===== src/sv/dsst_pkg.sv =====
// Shared types and codes for the dual-slave SPI transmit scheduler.
package dsst_pkg;

    typedef enum logic [1:0] {
        OP_ENQ  = 2'd0,
        OP_DONE = 2'd1,
        OP_READ = 2'd2,
        OP_NOP  = 2'd3
    } op_t;

    typedef enum logic [1:0] {
        STAT_OK        = 2'd0,
        STAT_DROP      = 2'd1,
        STAT_IDLE_DONE = 2'd2,
        STAT_RSVD      = 2'd3
    } stat_t;

    // Slave service code: none yet / idle, slave one, slave two
    typedef enum logic [1:0] {
        SRV_NONE = 2'd0,
        SRV_ONE  = 2'd1,
        SRV_TWO  = 2'd2,
        SRV_RSVD = 2'd3
    } srv_t;

    typedef enum logic [2:0] {
        S_IDLE,
        S_EXEC,
        S_PICK,
        S_FETCH,
        S_OUT
    } state_t;

    typedef struct packed {
        logic load;
        logic exec;
        logic pick;
        logic capture;
    } cmd_t;

    localparam int unsigned IN_TDATA_W  = 8;
    localparam int unsigned IN_TUSER_W  = 3;
    localparam int unsigned OUT_TDATA_W = 24;

endpackage


===== src/sv/dsst_ram.sv =====
// Generic simple dual-port RAM with registered read.
module dsst_ram #(
    parameter int unsigned WIDTH = 8,
    parameter int unsigned DEPTH = 16
) (
    input  logic                     clk,
    input  logic                     we,
    input  logic [$clog2(DEPTH)-1:0] waddr,
    input  logic [WIDTH-1:0]         wdata,
    input  logic                     re,
    input  logic [$clog2(DEPTH)-1:0] raddr,
    output logic [WIDTH-1:0]         rdata
);

    logic [WIDTH-1:0] mem [DEPTH];

    always_ff @(posedge clk)
    begin
        if (we)
        begin
            mem[waddr] <= wdata;
        end
        if (re)
        begin
            rdata <= mem[raddr];
        end
    end

endmodule


===== src/sv/dsst_queue.sv =====
// Byte ring queue: pointers, fill count and one RAM.
module dsst_queue #(
    parameter int unsigned DEPTH = 16
) (
    input  logic       clk,
    input  logic       rst_n,
    input  logic       push,
    input  logic [7:0] push_data,
    input  logic       pop,
    output logic [7:0] pop_data,
    output logic       nonempty,
    output logic       full
);

    localparam int unsigned AW = $clog2(DEPTH);
    localparam int unsigned CW = $clog2(DEPTH + 1);

    logic [AW-1:0] wr_ptr_reg, wr_ptr_next;
    logic [AW-1:0] rd_ptr_reg, rd_ptr_next;
    logic [CW-1:0] cnt_reg, cnt_next;
    logic          do_push, do_pop;

    assign nonempty = (cnt_reg != '0);
    assign full     = (cnt_reg == CW'(DEPTH));
    assign do_push  = push && !full;
    assign do_pop   = pop && nonempty;

    always_comb
    begin
        wr_ptr_next = wr_ptr_reg;
        rd_ptr_next = rd_ptr_reg;
        cnt_next    = cnt_reg;
        if (do_push)
        begin
            wr_ptr_next = (wr_ptr_reg == AW'(DEPTH - 1)) ? '0 : wr_ptr_reg + 1'b1;
        end
        if (do_pop)
        begin
            rd_ptr_next = (rd_ptr_reg == AW'(DEPTH - 1)) ? '0 : rd_ptr_reg + 1'b1;
        end
        if (do_push && !do_pop)
        begin
            cnt_next = cnt_reg + 1'b1;
        end
        else if (do_pop && !do_push)
        begin
            cnt_next = cnt_reg - 1'b1;
        end
    end

    always_ff @(posedge clk or negedge rst_n)
    begin
        if (!rst_n)
        begin
            wr_ptr_reg <= '0;
            rd_ptr_reg <= '0;
            cnt_reg    <= '0;
        end
        else
        begin
            wr_ptr_reg <= wr_ptr_next;
            rd_ptr_reg <= rd_ptr_next;
            cnt_reg    <= cnt_next;
        end
    end

    dsst_ram #(
        .WIDTH (8),
        .DEPTH (DEPTH)
    ) u_ram (
        .clk   (clk),
        .we    (do_push),
        .waddr (wr_ptr_reg),
        .wdata (push_data),
        .re    (do_pop),
        .raddr (rd_ptr_reg),
        .rdata (pop_data)
    );

endmodule


===== src/sv/dsst_ctrl.sv =====
// Controller: sequences accept, execute, pick, fetch and output of one item.
module dsst_ctrl (
    input  logic          clk,
    input  logic          rst_n,
    input  logic          s_tvalid,
    output logic          s_tready,
    output logic          m_tvalid,
    input  logic          m_tready,
    output dsst_pkg::cmd_t cmd
);

    import dsst_pkg::*;

    state_t state_reg, state_next;

    always_ff @(posedge clk or negedge rst_n)
    begin
        if (!rst_n)
        begin
            state_reg <= S_IDLE;
        end
        else
        begin
            state_reg <= state_next;
        end
    end

    always_comb
    begin
        state_next = state_reg;
        cmd        = '0;
        s_tready   = 1'b0;
        m_tvalid   = 1'b0;
        unique case (state_reg)
            S_IDLE:
            begin
                s_tready = 1'b1;
                if (s_tvalid)
                begin
                    cmd.load   = 1'b1;
                    state_next = S_EXEC;
                end
            end
            S_EXEC:
            begin
                cmd.exec   = 1'b1;
                state_next = S_PICK;
            end
            S_PICK:
            begin
                cmd.pick   = 1'b1;
                state_next = S_FETCH;
            end
            S_FETCH:
            begin
                cmd.capture = 1'b1;
                state_next  = S_OUT;
            end
            S_OUT:
            begin
                m_tvalid = 1'b1;
                if (m_tready)
                begin
                    state_next = S_IDLE;
                end
            end
            default:
            begin
                state_next = S_IDLE;
            end
        endcase
    end

    // one item in flight: never taking input while a result is offered
    a_one_in_flight: assert property (@(posedge clk) disable iff (!rst_n)
        !(s_tready && m_tvalid))
        else $error("input accepted while result pending");

endmodule


===== src/sv/dsst_dp.sv =====
// Datapath: queues, receive bytes, flags, round-robin pick, result registers.
module dsst_dp #(
    parameter int unsigned QUEUE_DEPTH = 16
) (
    input  logic                clk,
    input  logic                rst_n,
    input  dsst_pkg::cmd_t      cmd,
    input  logic [1:0]          opcode,
    input  logic                slave_sel,
    input  logic [7:0]          data_byte,
    output logic                tx_start,
    output logic                tx_slave,
    output logic [7:0]          tx_byte,
    output logic [7:0]          read_data,
    output logic [1:0]          new_flags,
    output logic                busy_res,
    output logic [1:0]          status
);

    import dsst_pkg::*;

    // latched item
    op_t        op_reg, op_next;
    logic       sel_reg, sel_next;
    logic [7:0] data_reg, data_next;

    // scheduler state
    srv_t       active_reg, active_next;
    srv_t       last_reg, last_next;
    logic [7:0] rx1_reg, rx1_next;
    logic [7:0] rx2_reg, rx2_next;
    logic [1:0] flags_reg, flags_next;
    logic       start_req_reg, start_req_next;

    // result
    stat_t      stat_reg, stat_next;
    logic [7:0] rdata_reg, rdata_next;
    logic       started_reg, started_next;
    logic       tx_slave_reg, tx_slave_next;
    logic [7:0] tx_byte_reg, tx_byte_next;

    // queues
    logic       push1, push2, pop1, pop2;
    logic [7:0] q1_data, q2_data;
    logic       q1_ne, q2_ne, q1_full, q2_full;
    srv_t       pick;

    always_comb
    begin
        if (q1_ne && q2_ne)
        begin
            pick = (last_reg == SRV_ONE) ? SRV_TWO : SRV_ONE;
        end
        else if (q1_ne)
        begin
            pick = SRV_ONE;
        end
        else if (q2_ne)
        begin
            pick = SRV_TWO;
        end
        else
        begin
            pick = SRV_NONE;
        end
    end

    always_comb
    begin
        op_next        = op_reg;
        sel_next       = sel_reg;
        data_next      = data_reg;
        active_next    = active_reg;
        last_next      = last_reg;
        rx1_next       = rx1_reg;
        rx2_next       = rx2_reg;
        flags_next     = flags_reg;
        start_req_next = start_req_reg;
        stat_next      = stat_reg;
        rdata_next     = rdata_reg;
        started_next   = started_reg;
        tx_slave_next  = tx_slave_reg;
        tx_byte_next   = tx_byte_reg;
        push1          = 1'b0;
        push2          = 1'b0;
        pop1           = 1'b0;
        pop2           = 1'b0;

        if (cmd.load)
        begin
            op_next   = op_t'(opcode);
            sel_next  = slave_sel;
            data_next = data_byte;
        end

        if (cmd.exec)
        begin
            stat_next      = STAT_OK;
            rdata_next     = '0;
            start_req_next = 1'b0;
            unique case (op_reg)
                OP_ENQ:
                begin
                    if (sel_reg)
                    begin
                        if (q2_full)
                        begin
                            stat_next = STAT_DROP;
                        end
                        else
                        begin
                            push2 = 1'b1;
                        end
                    end
                    else
                    begin
                        if (q1_full)
                        begin
                            stat_next = STAT_DROP;
                        end
                        else
                        begin
                            push1 = 1'b1;
                        end
                    end
                    start_req_next = (active_reg == SRV_NONE);
                end
                OP_DONE:
                begin
                    unique case (active_reg)
                        SRV_ONE:
                        begin
                            rx1_next       = data_reg;
                            flags_next[0]  = 1'b1;
                            start_req_next = 1'b1;
                        end
                        SRV_TWO:
                        begin
                            rx2_next       = data_reg;
                            flags_next[1]  = 1'b1;
                            start_req_next = 1'b1;
                        end
                        default:
                        begin
                            stat_next = STAT_IDLE_DONE;
                        end
                    endcase
                end
                OP_READ:
                begin
                    if (sel_reg)
                    begin
                        rdata_next    = rx2_reg;
                        flags_next[1] = 1'b0;
                    end
                    else
                    begin
                        rdata_next    = rx1_reg;
                        flags_next[0] = 1'b0;
                    end
                end
                OP_NOP:
                begin
                end
            endcase
        end

        if (cmd.pick)
        begin
            started_next  = 1'b0;
            tx_slave_next = 1'b0;
            if (start_req_reg)
            begin
                active_next = pick;
                if (pick != SRV_NONE)
                begin
                    last_next     = pick;
                    started_next  = 1'b1;
                    tx_slave_next = (pick == SRV_TWO);
                    pop1          = (pick == SRV_ONE);
                    pop2          = (pick == SRV_TWO);
                end
            end
        end

        if (cmd.capture)
        begin
            tx_byte_next = started_reg ? (tx_slave_reg ? q2_data : q1_data) : '0;
        end
    end

    always_ff @(posedge clk)
    begin
        op_reg        <= op_next;
        sel_reg       <= sel_next;
        data_reg      <= data_next;
        rdata_reg     <= rdata_next;
        tx_slave_reg  <= tx_slave_next;
        tx_byte_reg   <= tx_byte_next;
        stat_reg      <= stat_next;
    end

    always_ff @(posedge clk or negedge rst_n)
    begin
        if (!rst_n)
        begin
            active_reg    <= SRV_NONE;
            last_reg      <= SRV_NONE;
            rx1_reg       <= '0;
            rx2_reg       <= '0;
            flags_reg     <= '0;
            start_req_reg <= 1'b0;
            started_reg   <= 1'b0;
        end
        else
        begin
            active_reg    <= active_next;
            last_reg      <= last_next;
            rx1_reg       <= rx1_next;
            rx2_reg       <= rx2_next;
            flags_reg     <= flags_next;
            start_req_reg <= start_req_next;
            started_reg   <= started_next;
        end
    end

    dsst_queue #(
        .DEPTH (QUEUE_DEPTH)
    ) u_q1 (
        .clk       (clk),
        .rst_n     (rst_n),
        .push      (push1),
        .push_data (data_reg),
        .pop       (pop1),
        .pop_data  (q1_data),
        .nonempty  (q1_ne),
        .full      (q1_full)
    );

    dsst_queue #(
        .DEPTH (QUEUE_DEPTH)
    ) u_q2 (
        .clk       (clk),
        .rst_n     (rst_n),
        .push      (push2),
        .push_data (data_reg),
        .pop       (pop2),
        .pop_data  (q2_data),
        .nonempty  (q2_ne),
        .full      (q2_full)
    );

    assign tx_start  = started_reg;
    assign tx_slave  = tx_slave_reg;
    assign tx_byte   = tx_byte_reg;
    assign read_data = rdata_reg;
    assign new_flags = flags_reg;
    assign busy_res  = (active_reg != SRV_NONE);
    assign status    = stat_reg;

    // a started transfer always leaves the master busy
    a_start_busy: assert property (@(posedge clk) disable iff (!rst_n)
        (cmd.capture && started_reg) |-> (active_reg != SRV_NONE))
        else $error("transfer started but master idle");

    // completion while idle never starts a transfer
    a_idle_done: assert property (@(posedge clk) disable iff (!rst_n)
        (cmd.pick && start_req_reg) |-> (stat_reg != STAT_IDLE_DONE))
        else $error("start requested after idle completion");

    // with both queues loaded, service alternates
    a_alternate: assert property (@(posedge clk) disable iff (!rst_n)
        (cmd.pick && start_req_reg && q1_ne && q2_ne)
            |=> (active_reg != $past(last_reg)))
        else $error("round robin did not alternate");

endmodule


===== src/sv/dual_slave_spi_tx_scheduler.sv =====
// Top level of the dual-slave SPI transmit scheduler.
// Result path: after the input accept edge the item passes the execute, pick (with
//   queue RAM read) and capture steps; the result then holds until taken.
// Flow: each item steps through accept, execute, pick, fetch and output; the FSM
//   handles one item at a time and takes no new item until the result is taken.
// Reset: rst_n async active low; queues empty, master idle, no slave served,
//   receive bytes and unread flags zero. Queue RAM contents are not cleared.
module dual_slave_spi_tx_scheduler #(
    parameter int unsigned QUEUE_DEPTH = 16   // bytes per slave queue, 2..256
) (
    input  logic                                clk,
    input  logic                                rst_n,
    // input items
    input  logic                                s_tvalid,
    output logic                                s_tready,
    input  logic [dsst_pkg::IN_TDATA_W-1:0]     s_tdata,   // [7:0] data_byte
    input  logic [dsst_pkg::IN_TUSER_W-1:0]     s_tuser,   // [1:0] opcode, [2] slave_sel
    // result items
    output logic                                m_tvalid,
    input  logic                                m_tready,
    output logic [dsst_pkg::OUT_TDATA_W-1:0]    m_tdata    // [0] tx_start, [1] tx_slave,
                                                           // [9:2] tx_byte,
                                                           // [17:10] read_data,
                                                           // [19:18] new_flags,
                                                           // [20] busy_res,
                                                           // [22:21] status, [23] zero
);

    import dsst_pkg::*;

    cmd_t       cmd;
    logic       tx_start;
    logic       tx_slave;
    logic [7:0] tx_byte;
    logic [7:0] read_data;
    logic [1:0] new_flags;
    logic       busy_res;
    logic [1:0] status;

    // Controller: one state per step, handshakes on both sides.
    dsst_ctrl u_ctrl (
        .clk      (clk),
        .rst_n    (rst_n),
        .s_tvalid (s_tvalid),
        .s_tready (s_tready),
        .m_tvalid (m_tvalid),
        .m_tready (m_tready),
        .cmd      (cmd)
    );

    // Datapath: two ring queues, receive registers, flags and arbitration.
    dsst_dp #(
        .QUEUE_DEPTH (QUEUE_DEPTH)
    ) u_dp (
        .clk       (clk),
        .rst_n     (rst_n),
        .cmd       (cmd),
        .opcode    (s_tuser[1:0]),
        .slave_sel (s_tuser[2]),
        .data_byte (s_tdata),
        .tx_start  (tx_start),
        .tx_slave  (tx_slave),
        .tx_byte   (tx_byte),
        .read_data (read_data),
        .new_flags (new_flags),
        .busy_res  (busy_res),
        .status    (status)
    );

    // result fields packed low to high, padded to a whole byte
    assign m_tdata = {1'b0, status, busy_res, new_flags, read_data,
                      tx_byte, tx_slave, tx_start};

endmodule

===== config.mk =====
export PLATFORM = sky130hd
export DESIGN_NAME = dual_slave_spi_tx_scheduler
export DESIGN_NICKNAME = d
export VERILOG_FILES = /design/src/sv/dsst_pkg.sv /design/src/sv/dsst_ram.sv /design/src/sv/dsst_queue.sv /design/src/sv/dsst_ctrl.sv /design/src/sv/dsst_dp.sv /design/src/sv/dual_slave_spi_tx_scheduler.sv
export SDC_FILE = /design/constraint.sdc
export NUM_CORES = 1
export LEC_CHECK = 0
export ABC_AREA = 1
export BUFFER_PORTS_ARGS = -buffer_cell sky130_fd_sc_hd__buf_2
export CORE_MARGIN = 1.5
export CORE_UTILIZATION = 45
export DETAILED_ROUTE_END_ITERATION = 6
export GPL_TIMING_DRIVEN = 0
export PLACE_DENSITY = 0.69
export RECOVER_POWER = 25
export SYNTH_ARGS = -nofsm -noshare
export SYNTH_HDL_FRONTEND = slang
export SYNTH_SLANG_ARGS = --single-unit

===== constraint.sdc =====
create_clock -name clk -period 4.6 [get_ports clk]
set_input_delay 0.23 -clock clk [delete_from_list [all_inputs] [get_ports clk]]
set_output_delay 0.23 -clock clk [all_outputs]
set_load 0.05 [all_outputs]

* Yosys cells after proc, flatten, opt, wreduce, memory -nomap -nowiden *
Memories as Yosys holds them, arrays and structs flattened. A register that Yosys moved wholly into a read port is not among the register bits.
Index checks and enable logic that the tools add are counted.

storage, ports and cells
  output and inout bits = 26
  memory bits (read-only) = 0
  RAM bits = 256
  bits in latches = 0
  register bits = 83
  memories kept = 2

memory list
  memory               depth  width  read ports  clocked after memory_dff  wr ports  RTL line        text
  u_dp.u_q1.u_ram.mem  16     8      1           1                         1         dsst_ram.sv:15  logic [WIDTH-1:0] mem [DEPTH];
  u_dp.u_q2.u_ram.mem  16     8      1           1                         1         dsst_ram.sv:15

cells by class
  multipliers = 0
  mux-type cells = 56
  shift-type cells = 0
  bitwise logic cells = 0
  reduce and logical (&&, ||, !) cells = 33
  div/mod/pow operators = 0
  add/sub/neg operators = 8
  equality and inequality tests = 23
  magnitude comparators = 0

operators by type and width
  kind                   count
  $mux W1                34
  $mux W5                4
  $add A4 B1 Y4 const B  4
  $eq A4 B4 Y1 const B   4
  $mux W4                4
  $mux W8                2
  $pmux W3 S5            1
  $mux W2                6
  $add A5 B1 Y5 const B  2
  $eq A5 B5 Y1 const B   2
  $reduce_bool A2 Y1     5
  $reduce_bool A5 Y1     2
  $sub A5 B1 Y5 const B  2
  $logic_and A1 B1 Y1    9
  $reduce_and A3 Y1      3
  $eq A2 B1 Y1 const B   4
  $ne A2 B2 Y1 const B   4
  $pmux W2 S2            2
  $reduce_and A4 Y1      2
  $eq A2 B2 Y1 const B   3
  $eq A3 B2 Y1 const B   2
  $logic_not A1 Y1       6
  $mux W3                2
  $logic_not A2 Y1       2
  other kinds (7)        9

* Logic depth before layout (Yosys ltp) *
Gate-level depths: netlist (run 1).

  depth in word-level cells = 12
  mapped depth = 17
  depth with buffers taken out = 16

* By module *
From an unflattened synthesis (run 1), not the netlist that was laid out.

unflattened totals
  cells, all modules = 1550
  area, all modules = 15884.0 um^2

by module, submodules not included
  module                       area each (um^2)  sequential area each (um^2)  cells an instance  instances
  dsst_ram at u_dp.u_q1.u_ram  5851.9            4083.9                       553                1
  dsst_ram at u_dp.u_q2.u_ram  5846.9            4083.9                       551                1
  dsst_dp                      2358.5            1501.4                       217                1
  dsst_queue at u_dp.u_q2      808.3             325.3                        103                1
  dsst_queue at u_dp.u_q1      802.0             325.3                        101                1
  dsst_ctrl                    182.7             75.1                         20                 1
  dual_slave_spi_tx_scheduler  33.8              0.0                          5                  1

* Worst setup path after synthesis (run 1) *
Ideal clock, no wire load.

  path kind = register to register
  from = register u_ctrl.state_reg[2]
  to = register u_dp.u_q2.cnt_reg[4]
  path slack = 2.229 ns
  stages on the path, launching flop included = 18
  period minus slack after synthesis = 2.371 ns
  arrival = 2.254 ns
  path buffers = 1
  path through = dfrtp_1 inv_1 nand2_2 nor2_8 nand2_4 nor2_4 buf_6 ha_1 inv_1 fa_1 nand2_1 nand2_1 nand2_1 nand2_1 nand2_1 nand2_1 nand2_1 nand2_1

on the way
  cells in the longest elaborated chain, start to end = 7
  elaborated cells on any way between the ends = 14
  those cells by class = 2 x eq/ne; 5 x mux; 7 x reduce/logical

RTL lines
  item                                 RTL line          text
  start: declaration                   dsst_ctrl.sv:14   state_t state_reg, state_next;
  start signal: assignment             dsst_ctrl.sv:24   state_reg <= state_next;
  $eq A3 B1 Y1 *                       dsst_ctrl.sv:34   unique case (state_reg)
  $mux W1 *                            dsst_ctrl.sv:34
  $mux W1 *                            dsst_dp.sv:96     if (cmd.exec)
  $logic_and A1 B1 Y1 *                dsst_queue.sv:25  assign do_push = push && !full;
  named net u_dp.u_q2.do_push          dsst_queue.sv:21  logic do_push, do_pop;
  $logic_not A1 Y1                     dsst_queue.sv:45  else if (do_pop && !do_push)
  $logic_and A1 B1 Y1                  dsst_queue.sv:45
  $reduce_bool A2 Y1 (no source line)  -
  end signal: assignment               dsst_queue.sv:63  cnt_reg <= cnt_next;
  end: declaration                     dsst_queue.sv:20  logic [CW-1:0] cnt_reg, cnt_next;

The timed path passes the listed nets; every way through them passes the cells marked *.
A chain may end at the register's enable or synchronous reset.

==> results of run 1 <==
==> timing repair <==
item | 4_1_cts | 5_1_grt
endpoints found under the setup margin | 0 | 0
hold buffers | 12 | 1
endpoints found under the hold margin | 12 | 53
==> kinds of logic after synthesis <==
kind of cell | count (synthesis) | share of synthesized area (%)
AO/OA/AOI/OAI | 110 | 3.77
AND/OR/NAND/NOR | 734 | 20.1
XOR/XNOR | 10 | 0.567
adder cells (fa/ha/maj) | 26 | 2.20
other | 1 | 0.0243
flip-flops | 355 | 67.3
buffers and inverters | 222 | 6.04
==> through the flow <==
step                      hold WS [ns]  worst slack (ns)  std cells  power (µW)
after CTS                       0.0341              1.86       2030        9920
after global routing             0.105             0.953       2034       10400
after floorplan                -0.0656              2.23       1458        6180
after global placement           0.407              1.90       1945        6950
after detailed placement         0.408              1.86       1950        7070
final                           0.0808              1.55       2034        9880
==> placed cells by master, fill, tap and decap left out, types with 13 or more instances in the layout <==
cell type and instances:
a21oi_1 21, buf_2 63, clkbuf_1 32, clkbuf_16 39, dfrtp_1 53, dlygate4sd3_1 13
edfxtp_1 302, ha_1 24, inv_1 161, nand2_1 446, nand3_1 119, nor2_1 131
nor3_1 17, o21ai_0 72
==> tightest hold or removal path, cell delays in order <==
cell and delay (ns):
buf_2 0.12, o21ai_0 0.16, nor3_1 0.05
==> where the power goes <==
group | internal (µW) | switching [µW] | total (µW)
combinational | 805 | 1960 | 2770
sequential | 3950 | 300 | 4250
clock | 1680 | 1180 | 2860
total | 6440 | 3450 | 9880
==> layout make-up <==
type	instances	area share (%)
Timing Repair Buffer	60	2.35
Tap cell	448	3.19
Inverter	164	3.50
Clock inverter	17	0.734
Sequential cell	355	59.2
Buffer	58	1.81
Multi-Input combinational cell	881	23.4
Clock buffer	51	5.87
==> worst paths after layout <==
check                                        to  slack, ns            startpoint
max                        u_dp.u_q1.cnt_reg[4]       1.55                 rst_n
min                         u_ctrl.state_reg[0]       0.08              s_tvalid
max in group clk           u_dp.u_q2.cnt_reg[4]       1.87  u_dp.u_q1.cnt_reg[0]
min reg2reg                     u_dp.rx1_reg[6]       0.49       u_dp.rx1_reg[6]
max reg2reg                u_dp.u_q2.cnt_reg[4]       1.87  u_dp.u_q1.cnt_reg[0]
min in group asynchronous       u_dp.rx2_reg[6]       1.29                 rst_n
==> metal layers <==
metal,GRT usage [%],share of wire [%],up-vias
li1,-,-,5007
met4,7.78,3.2,0
met5,0,0,-
met2,30.5,44,418
met1,28.0,45,4839
met3,3.67,7.7,72
==> results.md, run 1 <==
* Avg Cell Area, Syn at 10.6 µm²
* RSZ-0062 raised after global routing: false
* Most frequent cells after synthesis: nand2_1 (445), edfxtp_1 (302), inv_1 (161)
* Antenna violations before repair at 0
* Final instance area at 17,600 µm²
* Post_cts resized at 0
* Top Registers: u_dp.u_q1.u_ram.mem x128, u_dp.u_q2.u_ram.mem x128
* PortBufs at 39
* DR vias/cell at roughly 5.1
* Ys async rst share at between 10 and 15%
* WP buf/inv at 2
* Flops & latches, synth at 355
* Initial DRC count at 950
* Root Buffer: clkbuf_16
* Top_reg_cell synth: edfxtp_1
* Slew @ Worst Pin at 3.11 ns
* Register Area at between 10,000 and 15,000 µm²
* Fill count at 2,836
* Worst hold path class: in2reg
* Nets at 1,598
* Routability cong. at 0.872
* Postcts setup bufs at 0
* Crit-path max cell delay at 2.19 ns
* Critical Path Start Type: input pin
* Biggest area consumer among synthesized cells: edfxtp_1
* Final-report max-slew violation count at 54
* Final setup skew at 0.0127 ns
* Total gr overflow at 0
* Full die area at 35,400 µm²
* Worst Path Arrival at 2.99 ns
* VDD IR max at 0.521 mV
* Routed WL per cell at about 17 µm
* Lkg Pwr at between 0.007 and 0.008 µW
* Max cap viols at 1
* Multi-input gate area at about 4100 µm²
* P&R area growth vs syn at 13.8%
* CP Class: in2async
* Share of the synthesized area in the top cell type at between 50 and 60%
* First-pass GRT wire length at 54,400 µm
* Worst path required time at between 4 and 5 ns
* Detailed Routing Iterations Pass 1 at 6
* Final min period at 3.05 ns
* Initial Util at 45.9%
* Crit path max fanout at 53
* Std-Cell Rows at 67
* Vias at 10,300
* CTS clock-pin slew for the worst setup and hold paths at 0.06 ns
* H-tree lvl count at 2
* Clock Tree Buf Depth at 3
* Power Density at 563 nW/µm²
* R2R depth at 15
* I/O pins at 41
* Share of layout cells above drive strength 1 at 9.08%
* Register area share after synthesis at between 60 and 70%
* Failing checks: max-capacitance violations, max-slew violations
* Outcome: finished, violations left
* Cell variety after synth at 36
* Cell Area, Placed at 16,300 µm²
* Mapped Area at 15,400 µm²
* Fmax at 328 MHz
* Tot GR Track Use at ~20%
* Syn nets at 1,499
* Largest net degree at the start of global routing at 54
* Cells after synthesis at 1,458
* CTS tree: done
* Die H at 188 µm
* Final Util at approximately 52%
* Clk sinks at 355
* Routed WL at 34,300 µm
* Synth area leaders: edfxtp_1 (59%), nand2_1 (11%), dfrtp_1 (8.6%)
* Setup TNS at 0 ns
* Top delay family on crit path: buffers and inverters
* Hpwl dp at roughly 23,000 µm
* Yosys warns at 0
* Slowest CP cell: clkbuf_1
* Worst-Skew Late Latency at approximately 0.53 ns
* EDFF count, synth at approximately 300
* Core area at roughly 34,000 µm²
* Most common cell in the netlist: nand2_1
* Final setup fails at 0
* Tcrit/Tclk final at 66.2%
* Worst setup EP type: asynchronous set/reset pin
* Slew HR at -107%
* Critical path depth in cells at 2
* Number of clock buffers inserted by TritonCTS at 37
* Die Wd at 188 µm
* Worst-path cell chain: dlygate4sd3_1, clkbuf_1
* Final Hold Fails at 0
* Vias in the first global route at between 10,000 and 15,000
* Antenna Diode Count at 0
* WHS Path Cells at 3
* DRC at 0
* Final ANT Viol Nets at 0
(Power assumes the default switching activity.)
==> run 2, diff against run 1 <==
Settings changed: PLACE_DENSITY 0.69 to 0.71.
Clock period 4.6 ns to 2.8 ns, I/O delays scaled along.
==> run 2 against run 1 <==
The flow now finishes without violations. Critical endpoint is now u_dp.u_q2.cnt_reg[4]. Largest cell class unchanged. Sequential power grew 64%. Utilization about the same. Via count is 1.7% higher. Power is 63% higher. Die area stayed put. Count of clock-buffer cells in the layout is 1 higher. Sequential share of layout area is essentially flat. Sequential cell count stayed put. Wire length rose by 1.9%. Cell count about the same.
==> results.md, run 2 (synthesized netlist as in run 1, its figures left out) <==
* Largest net degree at the start of global routing at 54 (unchanged)
* Std-Cell Rows at 67 (unchanged)
* Setup TNS at 0 ns (unchanged)
* Initial Util at 45.9% (unchanged)
* Detailed Routing Iterations Pass 1 at 7 (+1)
* Slew HR at 4.53% (+110 points)
* DR vias/cell at 5.16 (+1.6%)
* Routability cong. at 0.860 (-1.4%)
* Most common cell after layout, fill and taps aside: nand2_1
* Commonest non-fill, non-tap cells in the layout: nand2_1 (444), edfxtp_1 (302), inv_1 (161), nor2_1 (131), nand3_1 (118)
* Slack of the critical path at 0.174 ns (-1.38 ns)
* Max cap viols at 0 (-1)
* Full die area at 35,400 µm² (unchanged)
* Top Registers: u_dp.u_q1.u_ram.mem x128, u_dp.u_q2.u_ram.mem x128
* PortBufs at 39 (unchanged)
* DRC at 0 (unchanged)
* M1 wire length at 15,000 µm (-2.2%)
* I/O pins at 41 (unchanged)
* Core area at 33,600 µm² (unchanged)
* Total gr overflow at 0 (unchanged)
* CTS tree: done
* Worst path required time at 3.19 ns (-1.35 ns)
* Setup WS pre-CTS at 0.00810 ns (-1.85 ns)
* Number of clock buffers inserted by TritonCTS at 36 (-2.7%)
* Met2 wire length at 16,000 µm (+5.4%)
* Critical Path Start Type: flop
* P&R area growth vs syn at 13.7% (about the same)
* Die Wd at 188 µm (unchanged)
* Hpwl dp at 23,100 µm (+2.5%)
* Tcrit/Tclk final at 93.8%
* Worst setup EP type: flop
* Final setup skew at 0.0189 ns (+0.00623 ns)
* First-pass GRT wire length at 55,200 µm (+1.5%)
* Antenna violations before repair at 0 (unchanged)
* Nets at 1,602 (+0.25%)
* Met3 Routed Length at 2790 µm (+5.8%)
* Routed WL at 35,000 µm (+1.9%)
* Die H at 188 µm (unchanged)
* H-tree lvl count at 2 (unchanged)
* Worst-Skew Late Latency at 0.51 ns (-0.02 ns)
* Worst hold path class: in2reg
* VDD IR max at 0.763 mV (+46%)
* Tot GR Track Use at 20.0% (+0.22 points)
* R2R setup slack at 0.17 ns (-1.70 ns)
* CTS clock-pin slew for the worst setup and hold paths at 0.06 ns (about the same)
* Fmax at between 300 and 400 MHz
* Vias in the first global route at 10,100 (+0.29%)
* Root Buffer: clkbuf_16
* Final Power at 16,100 µW (+63%)
* DR top layer: met4
* Worst Path Arrival at 3.01 ns (+0.02 ns)
* Final ANT Viol Nets at 0 (unchanged)
* Initial DRC count at 1,220 (+28%)
* Crit path max fanout at 10 (-81%)
* Power Density at 915 nW/µm² (+63%)
* Clk sinks at 355 (unchanged)
* Routed WL per cell at 17.2 µm (+1.8%)
* Lkg Pwr at 0.00717 µW (-0.65%)
* Clock Tree Buf Depth at 3 (unchanged)
* Outcome: completed
* Final setup fails at 0 (unchanged)
* Slew @ Worst Pin at 1.43 ns (-1.68 ns)
* CP Class: reg2reg
* Final instance area at 17,600 µm² (about the same)
* Fill count at 2,798 (-1.3%)
* Final Util at 52.2% (about the same)
* Share of layout cells above drive strength 1 at 8.63% (-0.45 points)
* Final Hold Fails at 0 (unchanged)
* Antenna Diode Count at 0 (unchanged)
* Final-report max-slew violation count at 0 (-100%)
* Vias at 10,500 (+1.7%)
* Cell Area, Placed at 16,400 µm² (+0.25%)
* Final min period at 2.63 ns
[run 2: cell types whose count changed in the layout (fill, tap and decap cells not counted), moves of 2 or more]
cell,change
buf_2,-19
clkbuf_8,+3
clkbuf_16,-2
nand3_4,+2
clkinv_1,-4
nand2_1,-2
inv_6,+2
clkbuf_1,+17
buf_4,+4
bufinv_16,-2
[run 2: layout make-up]
cell class / instances / area [µm²] / area share, %
inverter: 164 / 616 / 3.51
clock buffer: 52 / 1020 / 5.82
multi-input combinational: 881 / 4140 / 23.6
buffer: 58 / 318 / 1.81
clock inverter: 13 / 75.1 / 0.427
timing repair buffer: 65 / 434 / 2.47
tap: 448 / 561 / 3.19
sequential: 355 / 10400 / 59.2
[run 2: layer usage]
metal	up-vias	track usage (%)
met2	462	32.0
met4	0	6.92
met5	-	0
li1	5004	-
met1	4969	28.4
met3	79	2.63
[run 2: report_power, final]
| group | leakage (µW) | internal, µW | switching (µW) |
|---|---|---|---|
| Sequential | 0.00342 | 6490 | 502 |
| Clock | 0.000533 | 2550 | 1920 |
| Combinational | 0.00322 | 1350 | 3270 |
| Total | 0.00717 | 10400 | 5680 |
[run 2: what timing repair did]
action	4_1_cts	5_1_grt
hold endpoints to repair	66	0
buffers inserted	0	4
setup endpoints to repair	0	44
hold buffers	14	0
gates resized for setup	0	5
[run 2: per-stage QoR]
step                      hold slack, ns  instances
final                              0.335       2036
after global routing               0.330       2036
after CTS                          0.320       2030
after detailed placement           0.319       1951
after global placement             0.317       1945
after floorplan                   -0.156       1458
[run 2: worst paths after layout]
path | from | endpoint | depth (start not counted)
setup / recovery | u_dp.op_reg[0] | u_dp.u_q2.cnt_reg[4] | 16
hold / removal | s_tuser[2] | u_dp.sel_reg | 2
setup reg to reg | u_dp.op_reg[0] | u_dp.u_q2.cnt_reg[4] | 16
hold reg to reg | u_ctrl.state_reg[2] | u_ctrl.state_reg[0] | 1
max in group asynchronous | rst_n | u_dp.last_reg[0] | 2
min in group asynchronous | rst_n | u_dp.u_q1.cnt_reg[1] | 2
[run 2: worst max-delay path, cell delays in order (launching register included)]
cell	delay, ns
edfxtp_1	0.42
inv_1	0.12
ha_2	0.25
nand2_1	0.12
nor2_4	0.16
buf_6	0.18
ha_1	0.20
inv_1	0.12
fa_1	0.46
nand2_1	0.09
nand2_1	0.06
nand2_1	0.07
nand2_1	0.05
nand2_1	0.05
nand2_1	0.04
nand2_1	0.05
nand2_1	0.05
==> run 3, diff against run 2 <==
Settings changed: CORE_MARGIN 1.5 to default, SETUP_SLACK_MARGIN from default to 0.2.
==> run 3 against run 2 <==
Final area increased by 0.38%. Utilization rose by 0.20 points. Critical path depth down 1. Die area decreased by 1.1%. Maximum frequency up 5.3%. Worst setup slack improved by 0.13 ns. Combinational power rose by 2%. Via count down 0.63%. Critical endpoint is now u_dp.u_q1.cnt_reg[4]. Largest power group unchanged.
==> results.md, run 3 (synthesized netlist as in run 1, its figures left out) <==
* Outcome: completed
* CTS clock-pin slew for the worst setup and hold paths at 0.06 ns (about the same)
* Worst hold path class: in2reg
* Most common cell after layout, fill and taps aside: nand2_1
* WP buf/inv at 1 (-2)
* Antenna Diode Count at 0 (unchanged)
* Routed WL at 34,600 µm (-0.96%)
* Top Registers: u_dp.u_q1.u_ram.mem x128, u_dp.u_q2.u_ram.mem x128
* Clock Tree Buf Depth at 3 (unchanged)
* P&R area growth vs syn at 14.2%
* Worst-path cell chain: nor2_1, nand2_4, nor2_8, nand3_4, ha_1, inv_2, ha_1, nand2_1, nand2_1, nand2_1, nand2_1, nand2_1, nand2_1, nand2_1, nand2_1
* RSZ-0062 raised after global routing: false
* Power Density at 918 nW/µm² (+0.30%)
* Lkg Pwr at 0.00721 µW (+0.54%)
* Slowest CP cell: dfrtp_1
* Crit-path max cell delay at 0.42 ns (-0.04 ns)
* First-pass GRT wire length at 55,000 µm (-0.30%)
* Std-Cell Rows at 67 (unchanged)
* Worst Path Arrival at 2.90 ns (-0.11 ns)
* Worst-Skew Late Latency at 0.51 ns (about the same)
* Share of layout cells above drive strength 1 at 10.8% (+2.2 points)
* Multi-input gate area at 4230 µm² (+2.0%)
* WHS Path Cells at 2 (unchanged)
* R2R depth at 15 (-1)
* Vias in the first global route at 10,300 (+1.3%)
* Hpwl dp at 22,800 µm (-1.5%)
* CTS tree: done
* Max cap viols at 0 (unchanged)
* Top delay family on crit path: simple AND/OR/NAND/NOR gates
* Root Buffer: clkbuf_16
* Crit path max fanout at 10 (unchanged)
* Tot GR Track Use at 20.1% (about the same)
* Final ANT Viol Nets at 0 (unchanged)
* Routability cong. at 0.848 (-1.3%)
* Slew HR at 6.11% (+1.6 points)
* Total gr overflow at 0 (unchanged)
* Commonest non-fill, non-tap cells in the layout: nand2_1 (443), edfxtp_1 (302), inv_1 (158), nor2_1 (127), nand3_1 (118)
* Worst setup EP type: flop
* I/O pins at 41 (unchanged)
* DR vias/cell at 5.14 (-0.43%)
* Final-report max-slew violation count at 0 (unchanged)
* Initial DRC count at 1,070 (-12%)
* Largest net degree at the start of global routing at 54 (unchanged)
* Slew @ Worst Pin at 1.41 ns (-0.0237 ns)
* Critical Path Start Type: flop
* Fmax at 401 MHz (+5.3%)
* Die Wd at 187 µm (-0.53%)
* Core area at 33,600 µm² (unchanged)
* H-tree lvl count at 2 (unchanged)
* DRC at 0 (unchanged)
* VDD IR max at 0.892 mV (+17%)
* Critical path depth in cells at 15 (-1)
* Register Area at 10,400 µm² (unchanged)
* Final setup skew at 0.0165 ns (-0.00239 ns)
* Placed Cells at 1,951 (unchanged)
* Detailed Routing Iterations Pass 1 at 6 (-1)
* Clk sinks at 355 (unchanged)
* Routed WL per cell at 17.0 µm (-0.77%)
* Worst path required time at 3.20 ns (about the same)
* Final Power at 16,200 µW (+0.69%)
* Vias at 10,400 (-0.63%)
* Antenna violations before repair at 0 (unchanged)
* Final Hold Fails at 0 (unchanged)
* PortBufs at 39 (unchanged)
* Initial Util at 45.9% (unchanged)
* Post-Layout Cell Count at 2,032 (-0.20%)
* CP Class: reg2reg
* Final setup fails at 0 (unchanged)
* Tcrit/Tclk final at 89.1% (-4.7 points)
* Die H at 187 µm (-0.53%)
* Cell mode on critical path: nand2_1
* Setup TNS at 0 ns (unchanged)
* Final min period at 2.49 ns (-0.132 ns)
* Full die area at 35,100 µm² (-1.1%)
* Nets at 1,603 (+0.062%)
* Fill count at 2,761 (-1.3%)
* Number of clock buffers inserted by TritonCTS at 36 (unchanged)
[run 3: cell type report]
class,count,share of cell area (%)
Sequential cell,355,59.0
Multi-Input combinational cell,881,24.0
Clock buffer,47,5.58
Inverter,164,3.49
Tap cell,448,3.18
Timing Repair Buffer,66,2.45
Buffer,58,1.82
Clock inverter,13,0.554
[run 3: final timing paths]
check | from | end | slack (ns)
worst max-delay path | u_ctrl.state_reg[0] | u_dp.u_q1.cnt_reg[4] | 0.31
worst min-delay path | s_tdata[1] | u_dp.data_reg[1] | 0.34
max in group asynchronous | rst_n | u_dp.last_reg[0] | 1.41
min in group asynchronous | rst_n | u_dp.u_q1.cnt_reg[3] | 0.53
worst max register to register | u_ctrl.state_reg[0] | u_dp.u_q1.cnt_reg[4] | 0.31
worst min register to register | u_ctrl.state_reg[2] | u_ctrl.state_reg[0] | 0.47
[run 3: timing repair]
| action | 4_1_cts | 5_1_grt |
|---|---|---|
| hold buffers | 14 | 0 |
| setup endpoints to repair | 91 | 39 |
| buffers inserted | 0 | 5 |
| resized for setup | 13 | 16 |
| hold endpoints to repair | 66 | 0 |
| pin swaps | 0 | 3 |
[run 3: per-layer routing]
| layer | up-vias | global-route usage, % | part of all wire, % |
|---|---|---|---|
| met3 | 72 | 2.81 | 6.9 |
| met2 | 365 | 31.6 | 46 |
| li1 | 5002 | - | - |
| met5 | - | 0 | 0 |
| met4 | 0 | 7.25 | 3.0 |
| met1 | 5009 | 28.4 | 44 |
[run 3: report_power, final]
group / switching (µW) / total (µW) / internal [µW]
combinational: 3330 / 4710 / 1370
clock: 1920 / 4480 / 2560
sequential: 502 / 7000 / 6490
[run 3: per-stage QoR]
stage | cell area (µm²) | setup WS (ns) | utilization (%) | hold WS (ns)
floorplan | 15400 | 0.429 | - | -0.156
global placement | 16200 | 0.0679 | 48.2 | 0.317
detailed placement | 16300 | 0.0701 | 48.5 | 0.318
CTS | 17600 | 0.138 | 52.4 | 0.320
global route | 17600 | 0.110 | 52.4 | 0.337
finish | 17600 | 0.306 | 52.4 | 0.337
